--- src/sv/scm_pkg.sv ---
// scm_pkg: shared types and constants for the share coordinate mapper.
// No dependencies; imported by every scm_* module and the top level.
`timescale 1ns / 1ps
`default_nettype none

package scm_pkg;

  localparam int unsigned MaxHoldersDef = 16;
  localparam int unsigned MaxDepthDef   = 7;

  localparam int unsigned CoordW  = 28;
  localparam int unsigned OpW     = 2;
  localparam int unsigned HoldW   = 5;
  localparam int unsigned DepthW  = 3;
  localparam int unsigned IdxW    = 4;
  localparam int unsigned PartsW  = 32;
  localparam int unsigned SlotW   = 3;
  localparam int unsigned RegIdxW = 2;

  localparam logic [HoldW-1:0]  HoldersRst = 5'd5;
  localparam logic [DepthW-1:0] DepthRst   = 3'd2;
  localparam logic [IdxW-1:0]   OwnRst     = 4'd0;
  localparam logic [PartsW-1:0] PartsRst   = 32'h7654_3210;

  typedef enum logic [OpW-1:0] {
    OP_COMPRESS   = 2'd0,
    OP_DECOMPRESS = 2'd1,
    OP_REGEN      = 2'd2
  } scm_op_e;

  typedef enum logic [RegIdxW-1:0] {
    REG_HOLDERS = 2'd0,
    REG_DEPTH   = 2'd1,
    REG_OWN     = 2'd2,
    REG_PARTS   = 2'd3
  } scm_reg_e;

  // effective (clamped) configuration
  typedef struct packed {
    logic [HoldW-1:0]  holders;
    logic [DepthW-1:0] depth;
    logic [IdxW-1:0]   own;
    logic [PartsW-1:0] parts;
  } scm_cfg_t;

  typedef struct packed {
    logic    valid;
    scm_op_e op;
  } scm_meta_t;

  typedef struct packed {
    logic [SlotW-1:0] slot;
    logic             none;
  } scm_flag_t;

endpackage

`default_nettype wire

--- src/sv/scm_digit_split.sv ---
// scm_digit_split: pipelined binary to base-N digit conversion, two input bits per stage.
// Depends on scm_pkg.
`timescale 1ns / 1ps
`default_nettype none

module scm_digit_split import scm_pkg::*; #(
  parameter int unsigned MAX_HOLDERS = MaxHoldersDef,
  parameter int unsigned MAX_DEPTH   = MaxDepthDef
) (
  input  wire logic                                              clk_i,
  input  wire logic                                              rst_ni,
  input  wire scm_cfg_t                                          cfg_i,
  input  wire scm_meta_t                                         meta_i,
  input  wire logic [CoordW-1:0]                                 coord_i,
  output scm_meta_t                                              meta_o,
  output logic [MAX_DEPTH-1:0][$clog2(MAX_HOLDERS)-1:0]          digits_o
);

  localparam int unsigned DigitW = $clog2(MAX_HOLDERS);
  localparam int unsigned BaseW  = $clog2(MAX_HOLDERS + 1);
  localparam int unsigned VW     = BaseW + 2;
  localparam int unsigned Steps  = CoordW / 2;

  scm_meta_t                           meta_q [Steps];
  logic [BaseW-1:0]                    base_q [Steps];
  logic [CoordW-1:0]                   bits_q [Steps];
  logic [MAX_DEPTH-1:0][DigitW-1:0]    dig_q  [Steps];

  for (genvar k = 0; k < Steps; k++) begin : g_stage
    scm_meta_t                        meta_in;
    logic [BaseW-1:0]                 base_in;
    logic [CoordW-1:0]                bits_in;
    logic [MAX_DEPTH-1:0][DigitW-1:0] dig_in;
    logic [MAX_DEPTH-1:0][DigitW-1:0] dig_d;
    logic [1:0]                       carry;
    logic [VW-1:0]                    v, b1, b2, b3;

    if (k == 0) begin : g_head
      assign meta_in = meta_i;
      assign base_in = (meta_i.op == OP_DECOMPRESS) ? BaseW'(cfg_i.holders - 5'd1)
                                                    : BaseW'(cfg_i.holders);
      assign bits_in = coord_i;
      assign dig_in  = '0;
    end else begin : g_body
      assign meta_in = meta_q[k-1];
      assign base_in = base_q[k-1];
      assign bits_in = bits_q[k-1];
      assign dig_in  = dig_q[k-1];
    end

    // digits = digits * 4 + two bits, carries ripple upward, top carry dropped
    always_comb begin
      carry = bits_in[CoordW-1 -: 2];
      b1    = VW'(base_in);
      b2    = b1 << 1;
      b3    = b1 + b2;
      v     = '0;
      dig_d = '0;
      for (int j = 0; j < MAX_DEPTH; j++) begin
        v = (VW'(dig_in[j]) << 2) + VW'(carry);
        if (v >= b3) begin
          dig_d[j] = DigitW'(v - b3);
          carry    = 2'd3;
        end else if (v >= b2) begin
          dig_d[j] = DigitW'(v - b2);
          carry    = 2'd2;
        end else if (v >= b1) begin
          dig_d[j] = DigitW'(v - b1);
          carry    = 2'd1;
        end else begin
          dig_d[j] = DigitW'(v);
          carry    = 2'd0;
        end
      end
    end

    always_ff @(posedge clk_i or negedge rst_ni) begin
      if (!rst_ni) begin
        meta_q[k] <= '0;
      end else begin
        meta_q[k] <= meta_in;
      end
    end

    always_ff @(posedge clk_i) begin
      base_q[k] <= base_in;
      bits_q[k] <= bits_in << 2;
      dig_q[k]  <= dig_d;
    end
  end

  assign meta_o   = meta_q[Steps-1];
  assign digits_o = dig_q[Steps-1];

endmodule

`default_nettype wire

--- config.mk ---
export PLATFORM = sky130hd
export DESIGN_NAME = scm_digit_split
export DESIGN_NICKNAME = d
export VERILOG_FILES = /design/src/sv/scm_pkg.sv /design/src/sv/scm_digit_split.sv
export SDC_FILE = /design/constraint.sdc
export NUM_CORES = 2
export LEC_CHECK = 0
export BUFFER_PORTS_ARGS = -buffer_cell sky130_fd_sc_hd__buf_4
export CAP_MARGIN = 5
export CORE_ASPECT_RATIO = 1.2
export CORE_MARGIN = 1.5
export CORE_UTILIZATION = 59
export DETAILED_ROUTE_END_ITERATION = 8
export PLACE_DENSITY = 0.75
export SETUP_SLACK_MARGIN = 0.05
export SYNTH_ARGS = -nofsm -noshare
export SYNTH_HDL_FRONTEND = slang
export SYNTH_SLANG_ARGS = --single-unit
export TNS_END_PERCENT = 5
--- constraint.sdc ---
create_clock -name clk_i -period 14.8 [get_ports clk_i]
set_clock_uncertainty 0.2 [all_clocks]
set_input_delay 2.22 -clock clk_i [delete_from_list [all_inputs] [get_ports clk_i]]
set_output_delay 2.22 -clock clk_i [all_outputs]
set_load 0.005 [all_outputs]
==> summary.md <==
| Metric | Value |
|---|---|
| CP Data Arrival Time | `14.56 ns` |
| Cells after Synth | `8026` |
| Area share of the largest cell type after synthesis | `22.3%` |
| Number of synthesized flops with an enable pin | `0` |
| Final-report max-slew violation count | `0` |
| CTS Buf Count | `78` |
| Hold buffers post-CTS | `0` |
| IO buf count | `68` |
| Die width | `317 µm` |
| Cell with the most instances on the worst path | `a21o_1` |
| CTS tree | `done` |
| Core area | `117000 µm²` |
| Rel. slew slack | `42.6%` |
| XOR/XNOR share of the synthesized area | `6.93%` |
| H-tree level count | `3` |
| Yosys warns | `0` |
| CP Launch Type | `register` |
| Outcome | `complete, no violations` |
| Share of layout cells above drive strength 1 | `10.1%` |
| Final hold violation count | `0` |
| Register area share after synthesis | `19.9%` |
| Final setup vio count | `0` |
| Row count | `137` |
| Area fraction in compound gates after synthesis | `22.1%` |
| Tot GR Track Use | `30.3%` |
| Die H | `379 µm` |
| Initial antenna violation count | `2` |
| Post-Syn Area | `69700 µm²` |
| CP max stage cell | `fa_1` |
| Grt ovf | `0` |
| Filler cells | `9591` |
| Final Wtd Congestion | `0.933` |
| Req. time, crit path | `15.23 ns` |
| Fin crit share | `95.5%` |
| DRT iter0 DRCs | `3108` |
| Util after Layout | `66.5%` |
| CP endpoint kind | `register` |
| Max incr delay on CP | `0.49 ns` |
| HP Class | `reg -> reg` |
| Nets@finish | `9993` |
| Mapped Nets | `9619` |
| Number of max-cap violations | `0` |
| Multiplexer area fraction after synthesis | `3.01%` |
| Clock Sinks | `681` |
| GR met3 Demand/Resource | `2.85%` |
| RSZ-0062 raised after global routing | `true` |
| Synth area leader | `ha_1` |
| Clock root buffer | `clkbuf_16` |
| Minimum clock period | `14.13 ns` |
| WL final | `185 mm` |
| Top FF cell, synth | `dfxtp_1` |
| GR met2 Demand/Resource | `56.7%` |
| Synth top area cells | `ha_1 22%, dfxtp_1 18%, fa_1 8.0%` |
| Via count | `60458` |
| Adder-Cell Fraction of Synth Area | `31.5%` |
| Die area | `120000 µm²` |
| Post-Synth Simple-Gate Area | `12.9%` |
| Layout area overhead | `11.5%` |
| Largest net degree at the start of global routing | `43` |
| Vias in the first global route | `61214` |
| Drt pass-1 iters | `5` |
| Routed WL per cell | `18.5 µm` |
| Post-detail-place hpwl | `144 mm` |
| Vias per cell | `6.05` |
| Crit path kind | `reg -> reg` |
| Mapped Avg Cell Area | `8.68 µm²` |
| I/O pin total | `108` |
| Fmax | `70.8 MHz` |
| Ys async rst share | `6.17%` |
| DRC viols | `0` |
| Worst-Skew Late Latency | `0.70 ns` |
| Ant. Diodes | `0` |
| CP max FO | `11` |
| M1 GR Usage | `33.6%` |
| Initial Utilization | `59.7%` |
| Worst Tran Pin Value | `0.855 ns` |
| Busiest grt layer | `met2` |
| CTS Buffer Depth | `3` |
| Count of state elements after synthesis | `681` |
| Post-DRT Antenna Nets | `0` |
| Clk pin slew, worst setup/hold paths | `0.06 ns` |
| Largest family of logic cells by synthesized area | `adder cells` |
| Unique masters post-synth | `109` |
| Global-route wire length before repair | `298 mm` |
-- through the flow --
stage | instances | setup TNS, ns | cell area (µm²) | worst slack [ns] | hold slack, ns
after floorplan | 8026 | -0.577 | 69700 | -0.225 | 0.110
after global placement | 9808 | 0 | 73800 | 0.0845 | 0.110
after detailed placement | 9808 | -0.534 | 73800 | -0.245 | 0.112
after CTS | 9953 | 0 | 76500 | 0.0518 | 0.109
after global routing | 9994 | -0.584 | 77700 | -0.164 | 0.122
final | 9994 | 0 | 77700 | 0.669 | 0.0982
-- placed cells by master, fill, tap and decap left out, drive strengths merged, types with 20 or more instances in the layout --
cell       n
o211ai    69
a221oi    28
xor2     179
nor2     501
a21o     420
a31oi     77
mux2      31
mux2i    174
and2      54
nand2    668
clkbuf    98
o21a      57
clkinv    26
dfxtp    639
inv      534
a211oi   103
nand2b   204
o21ai    648
a211o     25
or3       20
a21oi    637
o31ai     27
maj3      92
o21bai    26
and3      34
o22ai     28
ha      1239
nor2b    173
nor3      46
fa       277
a21boi    89
nand4     70
xnor2    371
dfrtp     42
buf      412
nand3     67
-- critical path: cells and delay by family (launching register included) --
family	cells	cell delay, ns
AOI/OAI and AO/OA	32	5.53
adders and majority gates	16	5.22
and+or+nand+nor	12	2.08
buffers and inverters	4	0.46
DFF	1	0.35
muxes	1	0.21
-- worst paths after layout --
path | depth (start not counted) | start | slack, ns | to
hold reg to reg | 0 | bits_q[0][176] | 0.1 | bits_q[0][204]
hold / removal | 0 | bits_q[0][176] | 0.1 | bits_q[0][204]
max in group asynchronous | 1 | rst_ni | 12.74 | meta_o[1]
setup reg to reg | 65 | base_q[1][20] | 0.67 | dig_q[1][164]
setup / recovery | 65 | base_q[1][20] | 0.67 | dig_q[1][164]
min in group asynchronous | 1 | rst_ni | 1.31 | g_stage[4].meta_in[0]
-- logic make-up after synthesis --
| kind of cell | count (synthesis) |
|---|---|
| AOI/OAI and AO/OA | 2428 |
| and+or+nand+nor | 1907 |
| adders and majority gates | 1608 |
| DFF | 681 |
| buffers and inverters | 647 |
| xor gates and xnor gates | 550 |
| muxes | 205 |
-- flip-flops by register name, indices dropped and copies added (netlist names) --
register         flops
dig_q              392
bits_q             182
base_q              65
g_stage.meta_in     39
meta_o               3
-- synth_stat cells, types with 68 or more instances --
cell and instances:
maj3_1 91, a21o_1 420, mux2i_1 174, nand4_1 70, dfxtp_1 639, nand2b_1 204
nand2_1 666, nor2b_1 173, a21boi_0 78, ha_1 1239, o211ai_1 68, a21oi_1 628
inv_1 520, clkbuf_1 77, o21ai_0 624, fa_1 277, nor2_1 501, xnor2_1 371
a211oi_1 101, a31oi_1 75, xor2_1 178
-- per-layer routing --
metal / vias up / part of all wire [%] / wire length, µm
li1: 29529 / - / -
met1: 28801 / 40 / 73200
met2: 1529 / 51 / 95000
met3: 595 / 3.9 / 7140
met4: 4 / 5.1 / 9510
met5: - / 0.015 / 28
-- final cells by class --
cell class	instances	area [µm²]	area share [%]
multi-input cells	6698	54100	69.7
flip-flops and latches	681	13800	17.8
repair buffers	412	3120	4.01
clock buffers	98	2140	2.75
inverters	529	1990	2.56
well taps	1529	1910	2.46
clock inverters	47	537	0.691
-- what timing repair did --
action / in CTS / in global routing
pin swaps: 0 / 21
gates resized for setup: 26 / 266
setup buffers: 0 / 41
setup endpoints to repair: 18 / 52
Power is left out: the tool's default activity adds up to more than one toggle a clock period on the data nets, which glitch-free logic cannot reach.
