[config.mk]
export PLATFORM = sky130hd
export DESIGN_NAME = scm_digit_join
export DESIGN_NICKNAME = d
export VERILOG_FILES = /design/src/sv/scm_pkg.sv /design/src/sv/scm_digit_join.sv
export SDC_FILE = /design/constraint.sdc
export NUM_CORES = 1
export LEC_CHECK = 0
export ABC_AREA = 1
export CAP_MARGIN = 20
export CORE_MARGIN = 2
export CORE_UTILIZATION = 42
export CTS_CLUSTER_DIAMETER = 50
export DETAILED_ROUTE_END_ITERATION = 8
export DONT_BUFFER_PORTS = 1
export PLACE_DENSITY_LB_ADDON = 0.2
export SYNTH_ARGS = -nofsm -noshare
export SYNTH_HDL_FRONTEND = slang
export SYNTH_SLANG_ARGS = --single-unit
[constraint.sdc]
create_clock -name clk_i -period 10.9 [get_ports clk_i]
set_clock_uncertainty 0.2 [all_clocks]
set_input_delay 2.18 -clock clk_i [delete_from_list [all_inputs] [get_ports clk_i]]
set_output_delay 2.18 -clock clk_i [all_outputs]
set_load 0.005 [all_outputs]
[src/sv/scm_pkg.sv]
// scm_pkg: shared types and constants for the share coordinate mapper.
// No dependencies; imported by every scm_* module and the top level.
`timescale 1ns / 1ps
`default_nettype none

package scm_pkg;

  localparam int unsigned MaxHoldersDef = 16;
  localparam int unsigned MaxDepthDef   = 7;

  localparam int unsigned CoordW  = 28;
  localparam int unsigned OpW     = 2;
  localparam int unsigned HoldW   = 5;
  localparam int unsigned DepthW  = 3;
  localparam int unsigned IdxW    = 4;
  localparam int unsigned PartsW  = 32;
  localparam int unsigned SlotW   = 3;
  localparam int unsigned RegIdxW = 2;

  localparam logic [HoldW-1:0]  HoldersRst = 5'd5;
  localparam logic [DepthW-1:0] DepthRst   = 3'd2;
  localparam logic [IdxW-1:0]   OwnRst     = 4'd0;
  localparam logic [PartsW-1:0] PartsRst   = 32'h7654_3210;

  typedef enum logic [OpW-1:0] {
    OP_COMPRESS   = 2'd0,
    OP_DECOMPRESS = 2'd1,
    OP_REGEN      = 2'd2
  } scm_op_e;

  typedef enum logic [RegIdxW-1:0] {
    REG_HOLDERS = 2'd0,
    REG_DEPTH   = 2'd1,
    REG_OWN     = 2'd2,
    REG_PARTS   = 2'd3
  } scm_reg_e;

  // effective (clamped) configuration
  typedef struct packed {
    logic [HoldW-1:0]  holders;
    logic [DepthW-1:0] depth;
    logic [IdxW-1:0]   own;
    logic [PartsW-1:0] parts;
  } scm_cfg_t;

  typedef struct packed {
    logic    valid;
    scm_op_e op;
  } scm_meta_t;

  typedef struct packed {
    logic [SlotW-1:0] slot;
    logic             none;
  } scm_flag_t;

endpackage

`default_nettype wire

[src/sv/scm_digit_join.sv]
// scm_digit_join: pipelined Horner recomposition, one digit and one multiply per stage.
// Depends on scm_pkg.
`timescale 1ns / 1ps
`default_nettype none

module scm_digit_join import scm_pkg::*; #(
  parameter int unsigned MAX_HOLDERS = MaxHoldersDef,
  parameter int unsigned MAX_DEPTH   = MaxDepthDef
) (
  input  wire logic                                          clk_i,
  input  wire logic                                          rst_ni,
  input  wire scm_cfg_t                                      cfg_i,
  input  wire scm_meta_t                                     meta_i,
  input  wire logic [MAX_DEPTH-1:0][$clog2(MAX_HOLDERS)-1:0] digits_i,
  input  wire scm_flag_t                                     flags_i,
  output logic                                               done_o,
  output logic [CoordW-1:0]                                  coord_o,
  output logic [SlotW-1:0]                                   slot_o,
  output logic                                               none_o
);

  localparam int unsigned DigitW = $clog2(MAX_HOLDERS);
  localparam int unsigned BaseW  = $clog2(MAX_HOLDERS + 1);
  localparam int unsigned AccW   = CoordW + BaseW;

  scm_meta_t                        meta_q  [MAX_DEPTH];
  logic [MAX_DEPTH-1:0][DigitW-1:0] dig_q   [MAX_DEPTH];
  scm_flag_t                        flags_q [MAX_DEPTH];
  logic [CoordW-1:0]                sum_q   [MAX_DEPTH];

  for (genvar t = 0; t < MAX_DEPTH; t++) begin : g_stage
    localparam int unsigned Pos = MAX_DEPTH - 1 - t;

    scm_meta_t                        meta_in;
    logic [MAX_DEPTH-1:0][DigitW-1:0] dig_in;
    scm_flag_t                        flags_in;
    logic [CoordW-1:0]                sum_in;
    logic [CoordW-1:0]                sum_d;
    logic [BaseW-1:0]                 base;
    logic [AccW-1:0]                  acc;

    if (t == 0) begin : g_head
      assign meta_in  = meta_i;
      assign dig_in   = digits_i;
      assign flags_in = flags_i;
      assign sum_in   = '0;
    end else begin : g_body
      assign meta_in  = meta_q[t-1];
      assign dig_in   = dig_q[t-1];
      assign flags_in = flags_q[t-1];
      assign sum_in   = sum_q[t-1];
    end

    always_comb begin
      base = (meta_in.op == OP_DECOMPRESS) ? BaseW'(cfg_i.holders)
                                           : BaseW'(cfg_i.holders - 5'd1);
      acc  = AccW'(sum_in) * AccW'(base) + AccW'(dig_in[Pos]);
      if (flags_in.none) begin
        sum_d = '0;
      end else if (DepthW'(Pos) < cfg_i.depth) begin
        sum_d = acc[CoordW-1:0];
      end else begin
        sum_d = sum_in;
      end
    end

    always_ff @(posedge clk_i or negedge rst_ni) begin
      if (!rst_ni) begin
        meta_q[t] <= '0;
      end else begin
        meta_q[t] <= meta_in;
      end
    end

    always_ff @(posedge clk_i) begin
      dig_q[t]   <= dig_in;
      flags_q[t] <= flags_in;
      sum_q[t]   <= sum_d;
    end
  end

  assign done_o  = meta_q[MAX_DEPTH-1].valid;
  assign coord_o = sum_q[MAX_DEPTH-1];
  assign slot_o  = flags_q[MAX_DEPTH-1].slot;
  assign none_o  = flags_q[MAX_DEPTH-1].none;

endmodule

`default_nettype wire

==> out/results.env, run 1 <==
OUTCOME='complete, no violations'
POST_CTS.REPAIR.SETUP_BUFFERS=0
NFILLCELLS=6249
AREA_GROWTH_PCT=8.722
ROUTED-VIA-COUNT=20759
TOTAL_COUNT_OF_HOLD_CHECK_FAILURES_IN_THE_FINAL_REPORT=0
I_O_PIN_TOTAL=114
CTSROOTBUFFERMASTER='clkbuf_16'
SYNTH.AVG_CELL_AREA_UM2=7.560
POST_SYNTH_NUM_CELL_TYPES=53
CTS_TREE='done'
POWERDENSITY_nW_PER_UM2=174.6
DRT-WIRELENGTH-PER-CELL_UM=15.34
FP.DIEW_UM=252.8
CTSHOLDBUFFERS=0
MAX_FREQ_MHz=138.6
REPORT.FINAL.SETUP_VIOL=0
GRT_REMAINING_OVERFLOW=0
GRT_PASS1_VIAS=20840
TRACK_USAGE=0.2135
PLACEMENT.IO_BUFFERS=0
NETS=4068
WORST-SETUP-PATH-TYPE='primary input to register'
FF_LATCH_AREA_UM2=5440
POST_CTS_RESIZED=0
FULL_DIE_AREA_UM2=63890
WORST_SLEW_PIN_SLEW_PS=1124
POST_SYNTH_AND_OR_NAND_NOR_AREA_FRACTION=0.1888
SYNTH_ENABLE_FLOP_CELLS=0
MIN_PERIOD_OVER_PERIOD=0.6622
TIMING.SETUP.TNS_PS=0
MAIN_COMBINATIONAL_CELL_FAMILY_BY_AREA_AFTER_SYNTHESIS='adder cells'
POST-ROUTE-WORST-SETUP-SLACK_PS=3683
CTS_MAX_PATH_BUFFERS=3
TRITONCTS_NUM_SINKS=267
P_LEAK_nW=14.54
CP_MAX_FO=24
SHARE_OF_LAYOUT_CELLS_ABOVE_DRIVE_STRENGTH_1=0.03868
SYN-NUM-NETS=4076
DETAIL_ROUTE.FIRST_PASS.ITERATIONS=5
GRT_START_MAX_NET_PINS=44
DRT_ITER0_MARKERS=1063
DIE_Y_UM=252.8
GP_ROUTABILITY_CONGESTION=0.8950
AVGVIACOUNTPERCELL=4.880
ANTENNA_CELLS=0
MAX-SLEW-MARGIN-REL=0.2491
FLOORPLAN.INITIALDENSITY=0.4228
CRITPATHCAPTURETYPE='register'
CLOCK_INSERTION_DELAY_WORST_SKEW_PS=590
SYNTH.CELL_AREA_UM2=25990
INITIAL_ANTENNA_VIOLATION_COUNT=0
ANTENNA_VIOLATING_NETS_POST_ROUTE=0
FINAL-MAX-SLEW-VIOLATION-COUNT=0
SYNTH.LARGEST_AREA_CELL='fa_1'
SYNTHESIZED_FLOP_AND_LATCH_TOTAL=267
SYNTH_COMMON_CELLS='840 x inv_1, 587 x nor2_1, 425 x nand2_1'
SYNTH_MUX_AREA_FRAC=0
DETAIL_ROUTE.WIRELENGTH_UM=65270
SETUP_REPAIR_AFTER_GLOBAL_ROUTING_MISSED_ITS_MARGIN='false'
MAX_CAP_VIOL_COUNT=0
MULTI_INPUT_COMB_AREA_UM2=17090
SYNTH_ADDER_AREA_SHARE=0.3536
SYNTH_CELLS=3438
SYNTHFLOPTYPE='dfxtp_1'
SYNTH_ASYNC_SR_FLOP_SHARE=0.07116
MIN-DELAY-PATH-CLASS='register to register'
WORST_SETUP_HOLD_PATH_CLK_SLEW_PS=60
CTS_INSERTED_BUFFERS=42
YS_TOP_CELLS_BY_AREA='fa_1 23%, dfxtp_1 19%, ha_1 13%'
SYNTH_TOP_CELL_AREA_SHARE=0.2280
GRT_FIRST_PASS_WIRELENGTH_UM=108300
SYNTH_XOR_AREA_FRAC=0.02190
WORST-ENDPOINT-REQUIRED_PS=11180
SYNTHMOSTINSTANTIATEDCELL='inv_1'
DP.FINAL_HPWL_UM=52470
NUMBER_OF_ROWS_CREATED_AT_FLOORPLAN=91
SYNTH-COMPOUND-AREA-SHARE=0.09262
WORST_EP_ARRIVAL_TIME_PS=7500
DRC_VIOLATION_COUNT_AFTER_ROUTING=0
SYNTHESIS.YOSYS.WARNINGS=0
PERIOD_MINUS_SLACK_PS=7217
HIGHEST_IR_DROP_SEEN_ON_VDD_mV=0.1236
H-TREE-DEPTH=2
PRECTSSETUPSLACK_PS=3142
SEQUENTIAL_CELL_AREA_FRACTION_IN_THE_YOSYS_REPORT=0.2093
CRITPATHLAUNCHTYPE='primary input'
CORE_REGION_AREA_UM2=61480
-- cell type report --
type	instances	area share
multi-input cells	2254	0.6048
flip-flops and latches	267	0.1925
inverters	852	0.1132
clock buffers	49	0.03954
well taps	790	0.03498
clock inverters	29	0.01133
repair buffers	13	0.003719
-- per-layer routing --
layer / vias to the layer above / part of all wire / track usage
met2: 387 / 0.46 / 0.3542
li1: 10417 / - / -
met4: 0 / 0.032 / 0.06999
met5: - / 0 / 0
met1: 9869 / 0.47 / 0.2888
met3: 86 / 0.040 / 0.02673
-- critical path: stages --
cell and delay, ps:
inv_2 190, ha_1 270, inv_1 50, nand2_1 90
nand3_1 130, nand2_1 810, nor2_1 150, fa_1 570
inv_1 50, fa_1 500, fa_1 540, inv_1 40
ha_1 340, a21oi_1 350, o21ai_0 230, a21oi_1 240
o21ai_0 120, nor2_1 210, inv_1 60, nand2_1 60
nand3_1 110, nand2_1 130, inv_1 40
-- kinds of logic (layout without fill, tap and decap cells) --
group,after synthesis,after routing
compound gates,425,425
xor+xnor,65,65
fa+ha+maj,557,557
buf+inv,917,943
flops,267,267
simple gates,1207,1207
-- metrics by stage --
stage / hold WS [ps] / area, um^2 / power (mW) / util / cells
finish: 84.25 / 28260 / 4.934 / 0.4596 / 4254
global route: 77.74 / 28260 / 5.435 / 0.4596 / 4254
CTS: 70.46 / 28240 / 4.997 / 0.4594 / 4253
detailed placement: 112.1 / 26810 / 3.632 / 0.4360 / 4175
global placement: 109.9 / 26810 / 3.620 / 0.4360 / 4175
floorplan: 109.6 / 25990 / 3.045 / - / 3438
-- layout by cell type (no fill, tap or decap), drive strengths merged, types with 20 or more instances in the layout --
master / instances
a21oi: 180
clkbuf: 49
dfxtp: 248
fa: 296
ha: 261
inv: 857
nand2: 442
nand3: 107
nand4: 28
nor2: 590
nor3: 20
o211ai: 27
o21ai: 150
xor2: 46
-- worst paths after layout --
check                                 startpoint                     to  slack [ps]  cells past startpoint
setup / recovery                       cfg_i[39]           sum_q[5][27]        3680                     23
hold / removal                       dig_q[3][7]            dig_q[4][7]          80                      0
setup reg to reg           g_stage[5].meta_in[1]           sum_q[5][27]        5270                     22
hold reg to reg                      dig_q[3][7]            dig_q[4][7]          80                      0
max in group asynchronous                 rst_ni  g_stage[5].meta_in[1]        9300                      0
min in group asynchronous                 rst_ni  g_stage[1].meta_in[0]        1120                      0
-- sequential cells by signal, summed over array words and instances (netlist names) --
name and count:
done_o 1, flags_q 28, sum_q 136, dig_q 84, g_stage.meta_in 18
-- power breakdown --
group          switching, mW  leakage [nW]  internal (mW)
logic                   1.58          11.6          0.862
registers             0.0664          2.29           1.10
clock network          0.537         0.697          0.788
(Power assumes the default switching activity.)
==> inputs of run 2 (changes only) <==
==> constraint.sdc (replaced) <==
create_clock -name clk_i -period 7.3 [get_ports clk_i]
set_clock_uncertainty 0.2 [all_clocks]
set_input_delay 1.46 -clock clk_i [delete_from_list [all_inputs] [get_ports clk_i]]
set_output_delay 1.46 -clock clk_i [all_outputs]
set_load 0.005 [all_outputs]
==> run 2 against run 1 <==
Against the previous run: sequential power up 50%; critical path depth up 1; count of clock-buffer cells in the layout down 2; total power up 51%; final area up 0.26%; sequential share of layout area down 0.050 points; utilization up 0.12 points; hold slack better by 37 ps; routed wire length up 1.3%; critical path type unchanged; highest routed layer unchanged.
==> out/results.env, run 2 (synthesized netlist as in run 1, its figures left out) <==
OUTCOME='complete, no violations'
I_O_PIN_TOTAL=114  # unchanged
PLACEMENT.IO_BUFFERS=0  # unchanged
PLACEDINSTANCEAREA_UM2=26900  # +0.34%
DP.FINAL_HPWL_UM=53140  # +1.3%
MIN-DELAY-PATH-CLASS='register to register'
POWERDENSITY_nW_PER_UM2=262.3  # +50%
NFILLCELLS=6280  # +0.50%
CTS_TREE='done'
DRT_ITER0_MARKERS=1126  # +5.9%
GRT_START_MAX_NET_PINS=44  # unchanged
FINAL_CORE_UTILIZATION=0.4608  # +0.001200
MAX_FREQ_MHz=166.9
AVGVIACOUNTPERCELL=4.916  # +0.75%
REGMOSTFLOPS='sum_q'
WORST_SETUP_HOLD_PATH_CLK_SLEW_PS=60  # about the same
FULL_DIE_AREA_UM2=63890  # unchanged
FF_LATCH_AREA_UM2=5440  # unchanged
HOLD_WS_PS=121.6  # +37.36 ps
CLOCK_INSERTION_DELAY_WORST_SKEW_PS=570  # -20 ps
POWER.SEQUENTIAL.FRACTION=0.234  # -0.002
AREA_GROWTH_PCT=9.006
TRITONCTS_NUM_SINKS=267  # unchanged
WORST_EP_ARRIVAL_TIME_PS=6260  # -1240 ps
CRITPATHLAUNCHTYPE='primary input'
ANTENNA_VIOLATING_NETS_POST_ROUTE=0  # unchanged
P_LEAK_nW=14.60  # +0.42%
LAYOUT_TOP_REGISTERS='sum_q x136, dig_q x84, flags_q x28'
DRC_VIOLATION_COUNT_AFTER_ROUTING=0  # unchanged
POST_CTS_RESIZED=0  # unchanged
PERIOD_MINUS_SLACK_PS=5993
NUMBER_OF_ROWS_CREATED_AT_FLOORPLAN=91  # unchanged
H-TREE-DEPTH=2  # unchanged
TOTAL_COUNT_OF_HOLD_CHECK_FAILURES_IN_THE_FINAL_REPORT=0  # unchanged
DETAIL_ROUTE.WIRELENGTH_UM=66090  # +1.3%
DETAIL_ROUTE.FIRST_PASS.ITERATIONS=5  # unchanged
INITIAL_ANTENNA_VIOLATION_COUNT=0  # unchanged
MIN_PERIOD_OVER_PERIOD=0.8210
GP_ROUTABILITY_CONGESTION=0.8966  # +0.18%
CP_MAX_FO=24  # unchanged
CRIT_PATH_TOP_DELAY_CELL='fa_1'
DESIGN_POWER_TOTAL_mW=7.433  # +51%
WORST_PATH_MOST_REPEATED_CELL='inv_1'
CORE_REGION_AREA_UM2=61480  # unchanged
WORST-SETUP-PATH-TYPE='primary input to register'
TIMING.SETUP.TNS_PS=0  # unchanged
NET-SWITCHING-POWER_mW=3.285  # +50%
REPORT.FINAL.SETUP_VIOL=0  # unchanged
POST_CTS.REPAIR.SETUP_BUFFERS=0  # unchanged
GRT_FIRST_PASS_WIRELENGTH_UM=109900  # +1.5%
ANTENNA_CELLS=0  # unchanged
HIGHEST_IR_DROP_SEEN_ON_VDD_mV=0.1697  # +37%
FLOORPLAN.INITIALDENSITY=0.4228  # unchanged
CTS_INSERTED_BUFFERS=42  # unchanged
TRACK_USAGE=0.2158  # +0.002286
MAX-SLEW-MARGIN-REL=0.2574  # +0.008269
POWER.SHARE.SWITCHING=0.4419  # -0.001291
WORST_SLEW_PIN_SLEW_PS=1111  # -12.37 ps
SHARE_OF_LAYOUT_CELLS_ABOVE_DRIVE_STRENGTH_1=0.04201  # +0.003331
MOST-COMMON-LAYOUT-CELLS='840 x inv_1, 587 x nor2_1, 425 x nand2_1, 296 x fa_1, 261 x ha_1'
CTSHOLDBUFFERS=0  # unchanged
CLOCK_POWER_SHARE=0.271  # +0.002
WORST-ENDPOINT-REQUIRED_PS=7570  # -3610 ps
CRITPATHCAPTURETYPE='register'
MAX_CAP_VIOL_COUNT=0  # unchanged
MOSTFREQUENTLAYOUTCELL='inv_1'
GRT_REMAINING_OVERFLOW=0  # unchanged
FP.DIEW_UM=252.8  # unchanged
MULTI_INPUT_COMB_AREA_UM2=17080  # about the same
FINAL-MAX-SLEW-VIOLATION-COUNT=0  # unchanged
SETUP_REPAIR_AFTER_GLOBAL_ROUTING_MISSED_ITS_MARGIN='false'
NETS=4080  # +0.29%
CELL_INTERNAL_POWER_mW=4.148  # +51%
CTSROOTBUFFERMASTER='clkbuf_16'
GRT_PASS1_VIAS=21213  # +1.8%
PATH_CELLS='inv_2, ha_1, inv_1, nand2_1, nand3_1, nand2_1, buf_4, nor2_1, fa_1, inv_1, fa_1, fa_1, inv_1, ha_1, a21oi_1, o21ai_0, a21oi_1, o21ai_0, nor2_1, inv_1, nand2_1, nand3_1, nand2_1, inv_1'
ROUTED-VIA-COUNT=20968  # +1.0%
DRT-WIRELENGTH-PER-CELL_UM=15.50  # +1.0%
FLIP_FLOP_COUNT_OF_THE_LARGEST_REGISTER_AFTER_LAYOUT=136  # unchanged
LAYOUT.CELL_AREA.NON_FILLER_UM2=28330  # +0.26%
DIE_Y_UM=252.8  # unchanged
SHARE_COMB_OF_TOTAL_POWER=0.495  # about the same
CTS_MAX_PATH_BUFFERS=3  # unchanged
WORST_STAGE_DELAY_ON_THE_CRITICAL_PATH_PS=550  # -260 ps
==> run 2: critical path, delay by kind of cell <==
| kind | cells | cell delay (ps) |
|---|---|---|
| fa+ha+maj | 5 | 2190 |
| compound gates | 4 | 960 |
| simple gates | 8 | 870 |
| buf+inv | 7 | 730 |
==> run 2: through the flow <==
step | setup slack, ps | std cells
floorplan | 1468 | 3438
global placement | 865.2 | 4188
detailed placement | 794.2 | 4188
CTS | 1402 | 4265
global route | 963.3 | 4265
finish | 1307 | 4265
==> run 2: final timing paths <==
| check | from | to | slack [ps] | cells after the start |
|---|---|---|---|---|
| max | cfg_i[39] | sum_q[5][27] | 1310 | 24 |
| max reg2reg | g_stage[5].meta_in[1] | sum_q[5][27] | 2120 | 23 |
| min reg2reg | dig_q[0][5] | dig_q[1][5] | 120 | 0 |
| min | dig_q[0][5] | dig_q[1][5] | 120 | 0 |
| min in group asynchronous | rst_ni | g_stage[1].meta_in[0] | 380 | 0 |
| max in group asynchronous | rst_ni | g_stage[2].meta_in[1] | 6440 | 0 |
==> run 2: power by group through the flow <==
stage / clock (mW) / sequential [mW] / combinational (mW)
finish: 2.02 / 1.74 / 3.68
floorplan: 0 / 1.72 / 2.83
global placement: 0 / 1.77 / 3.65
CTS: 2.07 / 1.74 / 3.72
detailed placement: 0 / 1.77 / 3.68
global route: 2.14 / 1.75 / 4.30
==> run 2: layer usage <==
metal / part of all wire / vias to the layer above / global-route usage
met5: 0 / - / 0
met4: 0.028 / 0 / 0.06543
met3: 0.051 / 92 / 0.03238
met2: 0.46 / 440 / 0.3585
met1: 0.46 / 9984 / 0.2900
li1: - / 10452 / -
==> run 2: layout make-up <==
type | instances | share of cell area
Sequential cell | 267 | 0.1920
Clock inverter | 30 | 0.01113
Clock buffer | 47 | 0.03957
Timing Repair Buffer | 25 | 0.006624
Multi-Input combinational cell | 2254 | 0.6029
Inverter | 852 | 0.1129
Tap cell | 790 | 0.03489
