File: src/sv/scm_pkg.sv
// scm_pkg: shared types and constants for the share coordinate mapper.
// No dependencies; imported by every scm_* module and the top level.
`timescale 1ns / 1ps
`default_nettype none

package scm_pkg;

  localparam int unsigned MaxHoldersDef = 16;
  localparam int unsigned MaxDepthDef   = 7;

  localparam int unsigned CoordW  = 28;
  localparam int unsigned OpW     = 2;
  localparam int unsigned HoldW   = 5;
  localparam int unsigned DepthW  = 3;
  localparam int unsigned IdxW    = 4;
  localparam int unsigned PartsW  = 32;
  localparam int unsigned SlotW   = 3;
  localparam int unsigned RegIdxW = 2;

  localparam logic [HoldW-1:0]  HoldersRst = 5'd5;
  localparam logic [DepthW-1:0] DepthRst   = 3'd2;
  localparam logic [IdxW-1:0]   OwnRst     = 4'd0;
  localparam logic [PartsW-1:0] PartsRst   = 32'h7654_3210;

  typedef enum logic [OpW-1:0] {
    OP_COMPRESS   = 2'd0,
    OP_DECOMPRESS = 2'd1,
    OP_REGEN      = 2'd2
  } scm_op_e;

  typedef enum logic [RegIdxW-1:0] {
    REG_HOLDERS = 2'd0,
    REG_DEPTH   = 2'd1,
    REG_OWN     = 2'd2,
    REG_PARTS   = 2'd3
  } scm_reg_e;

  // effective (clamped) configuration
  typedef struct packed {
    logic [HoldW-1:0]  holders;
    logic [DepthW-1:0] depth;
    logic [IdxW-1:0]   own;
    logic [PartsW-1:0] parts;
  } scm_cfg_t;

  typedef struct packed {
    logic    valid;
    scm_op_e op;
  } scm_meta_t;

  typedef struct packed {
    logic [SlotW-1:0] slot;
    logic             none;
  } scm_flag_t;

endpackage

`default_nettype wire

File: src/sv/scm_digit_map.sv
// scm_digit_map: holder search and digit shift, two register stages.
// Depends on scm_pkg.
`timescale 1ns / 1ps
`default_nettype none

module scm_digit_map import scm_pkg::*; #(
  parameter int unsigned MAX_HOLDERS = MaxHoldersDef,
  parameter int unsigned MAX_DEPTH   = MaxDepthDef
) (
  input  wire logic                                        clk_i,
  input  wire logic                                        rst_ni,
  input  wire scm_cfg_t                                    cfg_i,
  input  wire scm_meta_t                                   meta_i,
  input  wire logic [MAX_DEPTH-1:0][$clog2(MAX_HOLDERS)-1:0] digits_i,
  output scm_meta_t                                        meta_o,
  output logic [MAX_DEPTH-1:0][$clog2(MAX_HOLDERS)-1:0]    digits_o,
  output scm_flag_t                                        flags_o
);

  localparam int unsigned DigitW = $clog2(MAX_HOLDERS);
  localparam int unsigned SlotN  = MAX_DEPTH + 1;

  // stage A: which slots are named by a digit, pick index and flags
  logic [SlotN-1:0] seen;
  logic             own_hit;
  logic             found;
  logic [SlotW-1:0] first;
  logic [IdxW-1:0]  idx_d;
  scm_flag_t        flags_d;

  always_comb begin
    seen    = '0;
    own_hit = 1'b0;
    found   = 1'b0;
    first   = '0;
    for (int j = 0; j < MAX_DEPTH; j++) begin
      if (DepthW'(j) < cfg_i.depth) begin
        if (IdxW'(digits_i[j]) == cfg_i.own) own_hit = 1'b1;
        for (int s = 0; s < SlotN; s++) begin
          if (IdxW'(digits_i[j]) == cfg_i.parts[IdxW*s +: IdxW]) seen[s] = 1'b1;
        end
      end
    end
    for (int s = 0; s < SlotN; s++) begin
      if (!found && SlotW'(s) <= cfg_i.depth && !seen[s]) begin
        found = 1'b1;
        first = SlotW'(s);
      end
    end
    idx_d   = cfg_i.own;
    flags_d = '0;
    case (meta_i.op)
      OP_COMPRESS: begin
        flags_d.none = own_hit;
      end
      OP_DECOMPRESS: begin
        flags_d.none = 1'b0;
      end
      OP_REGEN: begin
        idx_d        = cfg_i.parts[IdxW*first +: IdxW];
        flags_d.slot = first;
        flags_d.none = !found;
      end
      default: begin
        flags_d.none = 1'b1;
      end
    endcase
  end

  scm_meta_t                        meta_a_q;
  logic [MAX_DEPTH-1:0][DigitW-1:0] dig_a_q;
  logic [IdxW-1:0]                  idx_a_q;
  scm_flag_t                        flags_a_q;

  always_ff @(posedge clk_i or negedge rst_ni) begin
    if (!rst_ni) begin
      meta_a_q <= '0;
    end else begin
      meta_a_q <= meta_i;
    end
  end

  always_ff @(posedge clk_i) begin
    dig_a_q   <= digits_i;
    idx_a_q   <= idx_d;
    flags_a_q <= flags_d;
  end

  // stage B: lower digits above the index, or raise digits from it upward
  logic [MAX_DEPTH-1:0][DigitW-1:0] dig_b_d;

  always_comb begin
    dig_b_d = dig_a_q;
    for (int j = 0; j < MAX_DEPTH; j++) begin
      if (meta_a_q.op == OP_DECOMPRESS) begin
        if (IdxW'(dig_a_q[j]) >= idx_a_q) dig_b_d[j] = dig_a_q[j] + 1'b1;
      end else begin
        if (IdxW'(dig_a_q[j]) > idx_a_q) dig_b_d[j] = dig_a_q[j] - 1'b1;
      end
    end
  end

  scm_meta_t                        meta_b_q;
  logic [MAX_DEPTH-1:0][DigitW-1:0] dig_b_q;
  scm_flag_t                        flags_b_q;

  always_ff @(posedge clk_i or negedge rst_ni) begin
    if (!rst_ni) begin
      meta_b_q <= '0;
    end else begin
      meta_b_q <= meta_a_q;
    end
  end

  always_ff @(posedge clk_i) begin
    dig_b_q   <= dig_b_d;
    flags_b_q <= flags_a_q;
  end

  assign meta_o   = meta_b_q;
  assign digits_o = dig_b_q;
  assign flags_o  = flags_b_q;

endmodule

`default_nettype wire

File: config.mk
export PLATFORM = sky130hd
export DESIGN_NAME = scm_digit_map
export DESIGN_NICKNAME = d
export VERILOG_FILES = /design/src/sv/scm_pkg.sv /design/src/sv/scm_digit_map.sv
export SDC_FILE = /design/constraint.sdc
export NUM_CORES = 1
export LEC_CHECK = 0
export ABC_AREA = 0
export BUFFER_PORTS_ARGS = -buffer_cell sky130_fd_sc_hd__buf_2
export CAP_MARGIN = 20
export CORE_MARGIN = 1.5
export CORE_UTILIZATION = 58
export CTS_BUF_LIST = sky130_fd_sc_hd__clkbuf_4 sky130_fd_sc_hd__clkbuf_8 sky130_fd_sc_hd__clkbuf_16
export DETAILED_ROUTE_END_ITERATION = 16
export PLACE_DENSITY_LB_ADDON = 0.15
export SYNTH_ARGS = -nofsm -noshare
export SYNTH_HDL_FRONTEND = slang
export SYNTH_SLANG_ARGS = --single-unit
File: constraint.sdc
create_clock -name clk_i -period 2.4 [get_ports clk_i]
set_input_delay 0.72 -clock clk_i [delete_from_list [all_inputs] [get_ports clk_i]]
set_output_delay 0.72 -clock clk_i [all_outputs]
set_load 0.01 [all_outputs]
==> results.txt, run 1 <==
* Outcome: finished with violations
- The checks that failed: negative setup slack.
* Cell Pwr Density: roughly 510 nW/µm²
- Counting flops with an async set or reset pin after synthesis yields a share of 0.0811.
- Total number of clock tree sinks: 74
- The share of the Yosys chip area taken by registers is 0.221.
* Setup crit start kind: input pin
- Across the run, the number of max-cap violations was 0.
- TritonCTS built the clock tree.
- Area of the die: approximately 12,000 µm²
- H-tree depth: 3
- Biggest area contributors in the synthesized netlist: sky130_fd_sc_hd__xnor2_1 (22%), sky130_fd_sc_hd__dfxtp_1 (20%), sky130_fd_sc_hd__xor2_1 (13%)
- The clock passes through at most 2 buffers.
- Clk_skew: around 7.7 ps
- The biggest area contributor in the post-synthesis netlist is sky130_fd_sc_hd__xnor2_1.
- WL/cell: ~24 µm
* Kind of critical path: input pin to flop
- DR vias: approximately 7,700
- The first global-routing pass estimated between 40,000 and 50,000 µm of wire.
* Setup repair after global routing missed its margin: yes
- Rows: 39
* Final worst setup slack: -512 ps
- Average footprint of a synthesized cell: 8.55 µm²
- Total grt overflow: 0
* Number of antenna violations at the first check in global routing: 0
* Overall global routing resource usage: 0.413
- DRT Pass-1 Iters: 7
- The finished cells cover 9630 µm².
- Number of max-slew violations in the final report: 0
- Routability-driven placement finished with a final weighted congestion of between 1 and 1.5.
- Area of the core: between 10,000 and 15,000 µm²
- Count of pins on the block boundary: approximately 110
- Dpl ws: -1000 ps
- Antenna Violating Nets Remaining: 0
* Synth Register Bits: 74
- Post-synthesis cell type count: 55
- Final period utilization: 1.21
- Synth-to-layout area growth: 40.8%
* Most common cell in the synthesized netlist: sky130_fd_sc_hd__xnor2_1
* Clock transition at the registers of the reported paths: around 60 ps
- Clock latency on the worst-skew pair: between 300 and 400 ps
* Number of port buffers: roughly 110
- The worst setup path is captured at a flop.
- Number of DRC violations after detailed routing: 0
* Final total power: just under 5000 µW
* Netlist area before placement: slightly below 7000 µm²
- The die is ~110 µm tall.
- In this run the static leakage power is about 0.0042 µW.
- Syn Inst Count: 800
- Setup violation total in the final timing report: 11
- The wire-length estimate of the detail-placed layout is just under 20,000 µm.
- Final WL: between 20,000 and 30,000 µm
* Worst-case headroom to the max-slew limit: 0.321
- For this configuration, the core starts out at a cell density of 0.597.
* Final net count: around 1,200
* FILL cells: ~670
- In this run the worst hold path is classified as input pin to async pin.
- For this run, the leading register cell type out of synthesis is sky130_fd_sc_hd__dfxtp_1.
* Share of final-layout standard cells stronger than drive strength 1: 0.366
- Using the TritonRoute via totals, the vias-per-cell ratio works out to approximately 6.4.
- Yosys mapped a number of flops with a built-in enable equal to 0.
- VDD sags by at most about 0.86 mV.
- Syn Nets: 919
- Data on the critical path is required at its endpoint by between 2000 and 3000 ps.
- Maximum number of pins on one net before global-route repair: 22
* Area share of the largest cell type after synthesis: 0.220
- Final critical delay including setup and external delays: about 2900 ps
* Initial drt markers: 876
* Width of the die: roughly 110 µm
- After routing, the total negative slack on setup checks comes to -2820 ps.
- Worst hold-check slack: about 200 ps
- Diodes inserted: 0
- In this run the clock root is driven by a sky130_fd_sc_hd__clkbuf_16.
* Highest fanout seen on the critical path: 6
* Post-place instance area: between 8000 and 9000 µm²
- Maximum clock rate: about 340 MHz
- Cell types with the highest counts after synthesis: sky130_fd_sc_hd__xnor2_1 (172), sky130_fd_sc_hd__xor2_1 (101), sky130_fd_sc_hd__dfxtp_1 (68), sky130_fd_sc_hd__buf_2 (43), sky130_fd_sc_hd__ha_1 (42)
- At the pin with the least slew margin, the transition time is slightly above 1000 ps.
- Final Hold Vio Count: 0
- In this run, CTS created clock tree buffers numbering 9.
- Vias in the first global route: around 7,600
- Hold Buf Count CTS: 0
* Synthesis warning total: 0
- For the worst setup path, the data arrival time is between 3000 and 4000 ps.
[logic make-up after synthesis]
logic type / Yosys count / share of synthesized area
xor+xnor: 273 / 0.350
simple gates: 181 / 0.142
compound gates: 123 / 0.126
buf+inv: 99 / 0.0721
flops: 74 / 0.221
fa+ha+maj: 42 / 0.0768
mux: 8 / 0.0124
[metal layers]
layer | part of all wire | GRT usage | wire length (µm) | up-vias
met5 | 0 | 0 | 0 | -
met3 | 0.093 | 0.0762 | 2640 | 242
met4 | 0.084 | 0.271 | 2410 | 0
li1 | - | - | - | 3261
met2 | 0.47 | 0.711 | 13400 | 610
met1 | 0.35 | 0.468 | 10000 | 3546
[repair_timing]
action | 4_1_cts | 5_1_grt
gates cloned | 1 | 0
setup buffers | 11 | 6
pin swaps | 20 | 17
setup endpoints to repair | 8 | 20
gates resized for setup | 39 | 36
[per-stage QoR]
stage          std cells  utilization
2_1_floorplan        800            -
3_3_place_gp        1162        0.769
3_5_place_dp        1162        0.769
4_1_cts             1189        0.818
5_1_grt             1196        0.840
6_report            1196        0.840
[flip-flops by register name, indices dropped and copies added (netlist names)]
name       flops
idx_a_q        4
meta_o         3
dig_a_q       28
flags_a_q      4
meta_a_q       3
flags_o        4
digits_o      28
[path summary, 6_finish.rpt]
path,from,end,cells after the start,slack [ps]
worst max-delay path,digits_i[21],idx_a_q[1],13,-510
worst min-delay path,rst_ni,meta_a_q[2],1,200
worst max register to register,idx_a_q[1],digits_o[19],11,-160
worst min register to register,flags_a_q[2],flags_o[2],0,330
max in group asynchronous,rst_ni,meta_o[1],1,2060
min in group clk_i,flags_a_q[2],flags_o[2],0,330
[where the power goes]
part           total, µW  internal (µW)  switching (µW)
Combinational       2190           1000            1180
Clock               1280            772             505
Sequential          1450           1370            86.8
[worst max-delay path, cell delays in order]
cell	delay, ps
sky130_fd_sc_hd__clkbuf_4	190
sky130_fd_sc_hd__buf_4	180
sky130_fd_sc_hd__xnor2_1	230
sky130_fd_sc_hd__nand3_1	150
sky130_fd_sc_hd__nor3_1	290
sky130_fd_sc_hd__nor3_2	120
sky130_fd_sc_hd__nand2_1	120
sky130_fd_sc_hd__o21a_1	230
sky130_fd_sc_hd__nand2_2	150
sky130_fd_sc_hd__buf_6	170
sky130_fd_sc_hd__o41ai_4	340
sky130_fd_sc_hd__a211o_1	140
sky130_fd_sc_hd__o211ai_1	90
[cell type report]
| cell class | instances | area (µm²) | area share |
|---|---|---|---|
| flip-flops and latches | 74 | 1510 | 0.157 |
| inverters | 24 | 93.8 | 0.00974 |
| well taps | 143 | 179 | 0.0186 |
| clock inverters | 2 | 12.5 | 0.00130 |
| repair buffers | 313 | 2350 | 0.244 |
| multi-input cells | 627 | 5220 | 0.542 |
| clock buffers | 13 | 268 | 0.0278 |
[layout by cell type (no fill, tap or decap), types with 5 or more instances in the layout]
| cell | count |
|---|---|
| sky130_fd_sc_hd__a211oi_1 | 5 |
| sky130_fd_sc_hd__a21oi_1 | 8 |
| sky130_fd_sc_hd__a21oi_2 | 8 |
| sky130_fd_sc_hd__a22oi_1 | 7 |
| sky130_fd_sc_hd__a32oi_1 | 7 |
| sky130_fd_sc_hd__buf_12 | 16 |
| sky130_fd_sc_hd__buf_2 | 93 |
| sky130_fd_sc_hd__buf_4 | 192 |
| sky130_fd_sc_hd__buf_6 | 8 |
| sky130_fd_sc_hd__clkbuf_16 | 9 |
| sky130_fd_sc_hd__clkbuf_4 | 6 |
| sky130_fd_sc_hd__dfrtp_1 | 6 |
| sky130_fd_sc_hd__dfxtp_1 | 68 |
| sky130_fd_sc_hd__ha_1 | 38 |
| sky130_fd_sc_hd__inv_1 | 23 |
| sky130_fd_sc_hd__nand2_1 | 28 |
| sky130_fd_sc_hd__nand2b_1 | 9 |
| sky130_fd_sc_hd__nand3_1 | 18 |
| sky130_fd_sc_hd__nand4_1 | 38 |
| sky130_fd_sc_hd__nor2_1 | 20 |
| sky130_fd_sc_hd__nor2b_1 | 12 |
| sky130_fd_sc_hd__nor3_1 | 17 |
| sky130_fd_sc_hd__nor4_1 | 13 |
| sky130_fd_sc_hd__nor4_2 | 6 |
| sky130_fd_sc_hd__o21a_1 | 5 |
| sky130_fd_sc_hd__o21ai_0 | 21 |
| sky130_fd_sc_hd__o21ai_1 | 8 |
| sky130_fd_sc_hd__o22ai_1 | 6 |
| sky130_fd_sc_hd__o31ai_1 | 9 |
| sky130_fd_sc_hd__o41ai_2 | 8 |
| sky130_fd_sc_hd__xnor2_1 | 172 |
| sky130_fd_sc_hd__xor2_1 | 98 |
Power figures use the tool's default switching activity.
==> run 2: changes to the inputs <==
==> constraint.sdc (replaced) <==
create_clock -name clk_i -period 2.4 [get_ports clk_i]
set_input_delay 0.12 -clock clk_i [delete_from_list [all_inputs] [get_ports clk_i]]
set_output_delay 0.12 -clock clk_i [all_outputs]
set_load 0.01 [all_outputs]
==> run 2 against run 1 <==
Against the previous run:
- the flow now finishes without violations
- critical path depth unchanged
- clock power up 10%
- final cell count fell by 4.5%
- final area decreased by 6.6%
- count of clock-buffer cells in the layout is 4 lower
- critical path type unchanged
- largest cell class unchanged
- largest power group unchanged
==> results.txt, run 2 (synthesis results as in run 1) <==
- Count of max-cap constraint violations: 0
* Clk_skew: 10.3 ps
* Per-cell via count in the routed design: about 6
- In this run the deepest clock path goes through 2 buffers.
- H-tree depth: 3
- In this run the power spent charging and discharging nets is 1680 µW.
* Setup crit start kind: input pin
* Final Hold Vio Count: 0
- Final WL: roughly 25,000 µm
- Rows: 39
* Part of the power in registers: 0.304
- Final total negative setup slack: 0 ps
* Initial core utilization: 0.597
- Final critical delay including setup and external delays: 2340 ps
- WL/cell: around 22 µm
- Antenna Violating Nets Remaining: 0
- Static timing analysis puts the maximum clock frequency at around 430 MHz.
* Number of DRC violations after detailed routing: 0
* Hold Crit Class: input pin to flop
* Outcome: complete, no violations
- Share of final-layout standard cells stronger than drive strength 1: 0.302
- The die is ~110 µm wide.
* First-pass GRT wire length: ~38,000 µm
- Clock-pin slew was measured on the worst setup and hold paths at approximately 70 ps.
- For this design the top-level I/O count stands at 112.
- Cell Pwr Density: roughly 530 nW/µm²
- Most common cell after layout, fill and taps aside: sky130_fd_sc_hd__xnor2_1
- Top library cells by usage in the layout, fill and taps aside: sky130_fd_sc_hd__xnor2_1 (168), sky130_fd_sc_hd__buf_4 (135), sky130_fd_sc_hd__xor2_1 (99), sky130_fd_sc_hd__buf_2 (97), sky130_fd_sc_hd__dfxtp_1 (68)
- Data arrival time of the worst path: 2630 ps
- The number of antenna diodes in the final layout is 0.
- Clock latency on the worst-skew pair: 360 ps
- The root buffer cell chosen for the clock tree is sky130_fd_sc_hd__clkbuf_16.
- Total number of clock tree sinks: 74
* Maximum number of pins on one net before global-route repair: 22
- Initial drt markers: 696
* DR vias: 6,897
* Synth-to-layout area growth: 31.5%
- The wire-length estimate of the detail-placed layout is roughly 19,000 µm.
* Final period utilization: 0.976
* Number of port buffers: approximately 110
* Worst-case headroom to the max-slew limit: 0.416
- The filler cells instantiated in the layout total approximately 800.
* Req. time, crit path: 2680 ps
- The number of antenna violations at the first check in global routing was 0.
- Area of the die: around 12,000 µm²
- Number of max-slew violations in the final report: 0
- In this run the register-to-register setup slack is 200 ps.
- At the end of routability-driven placement, the weighted congestion stood at 1.05.
- Clock tree from TritonCTS: yes
- Crit path largest cell delay: ~430 ps
- The number of global-route vias before repair was 6,817.
- The finished cells cover 8990 µm².
* Leak: between 0.003 and 0.004 µW
- Setup violation total in the final timing report: 0
- The signal on the critical path passes through buf_2 > buf_12 > xnor2_2 > nand3_1 > nor3_2 > nor3_1 > buf_4 > and3_1 > a2111o_1 > nor3b_4 > o41ai_2 > a211o_1 > o211ai_1.
- Combinational cell fraction of total power: 0.398
* Overall global routing resource usage: 0.396
- Overall die height: ~110 µm
* Highest fanout seen on the critical path: 7
- Endpoint class of the critical path: flop
* Kind of critical path: input pin to flop
* Actual transition at the worst max-transition pin: 876 ps
- Switching share of total power: 0.357
- Post-place instance area: approximately 8400 µm²
* Total grt overflow: 0
* Pint: about 3000 µW
- Maximum vdd ir drop: about 0.7 mV
- Crit-path slowest cell: sky130_fd_sc_hd__a2111o_1
- DRT Pass-1 Iters: 7
* Final net count: around 1,100
- The share of total power dissipated in the clock network is 0.298.
- The number of clock buffers added by TritonCTS is 9.
* Area of the core: 11,500 µm²
-- run 2: cell types whose count changed in the layout (fill, tap and decap cells not counted), sizes merged --
cell	delta
inv	+3
clkbuf	-2
dlygate4sd3	+5
buf	-62
clkinvlp	-2
clkinv	+3
bufinv	+1
-- run 2: cell type report --
cell class	instances	area [µm²]	area share
Multi-Input combinational cell	627	5020	0.559
Timing Repair Buffer	258	1890	0.210
Sequential cell	74	1510	0.168
Clock buffer	9	225	0.0250
Tap cell	143	179	0.0199
Inverter	24	90.1	0.0100
Clock inverter	7	77.6	0.00863
-- run 2: layer usage --
layer | track usage | part of all wire | vias to the layer above
met5 | 0 | 0 | -
met4 | 0.162 | 0.049 | 0
met3 | 0.0969 | 0.099 | 97
met2 | 0.658 | 0.46 | 397
met1 | 0.492 | 0.39 | 3250
li1 | - | - | 3153
-- run 2: path summary, 6_finish.rpt --
check                                   from      endpoint  cells after the start
worst max register to register    idx_a_q[1]  digits_o[19]                     10
max in group asynchronous             rst_ni     meta_o[0]                      2
min in group asynchronous             rst_ni   meta_a_q[0]                      2
worst min register to register  flags_a_q[3]    flags_o[3]                      0
worst max-delay path            digits_i[20]    idx_a_q[1]                     13
worst min-delay path             digits_i[0]    dig_a_q[0]                      1
-- run 2: power by group through the flow --
stage	logic (µW)	registers, µW	clock network (µW)
5_1_grt	2020	1450	1460
2_1_floorplan	1080	1500	0
4_1_cts	1800	1440	1410
3_5_place_dp	1770	1460	0
6_report	1880	1440	1410
3_3_place_gp	1710	1460	0
-- run 2: timing repair --
action | in CTS | in global routing
hold endpoints to repair | 9 | 1
hold buffers | 4 | 1
gates cloned | 0 | 0
pin swaps | 0 | 13
endpoints found under the setup margin | 4 | 5
setup buffers | 0 | 1
resized for setup | 1 | 40
-- run 2: critical path: cells and delay by family --
family	cells	cell delay, ps
compound gates	4	930
xor+xnor	1	120
buf+inv	3	580
simple gates	5	860
-- run 2: metrics by stage --
step / cells / utilization / power [µW] / hold slack [ps] / worst slack, ps
finish: 1142 / 0.784 / 4730 / 19.1 / 58.3
global route: 1142 / 0.784 / 4930 / 7.94 / -14.4
CTS: 1141 / 0.767 / 4640 / 14.6 / 23.9
detailed placement: 1121 / 0.736 / 3240 / -53.7 / -434
global placement: 1121 / 0.736 / 3170 / -59.2 / -326
floorplan: 800 / - / 2580 / -176 / 26.9
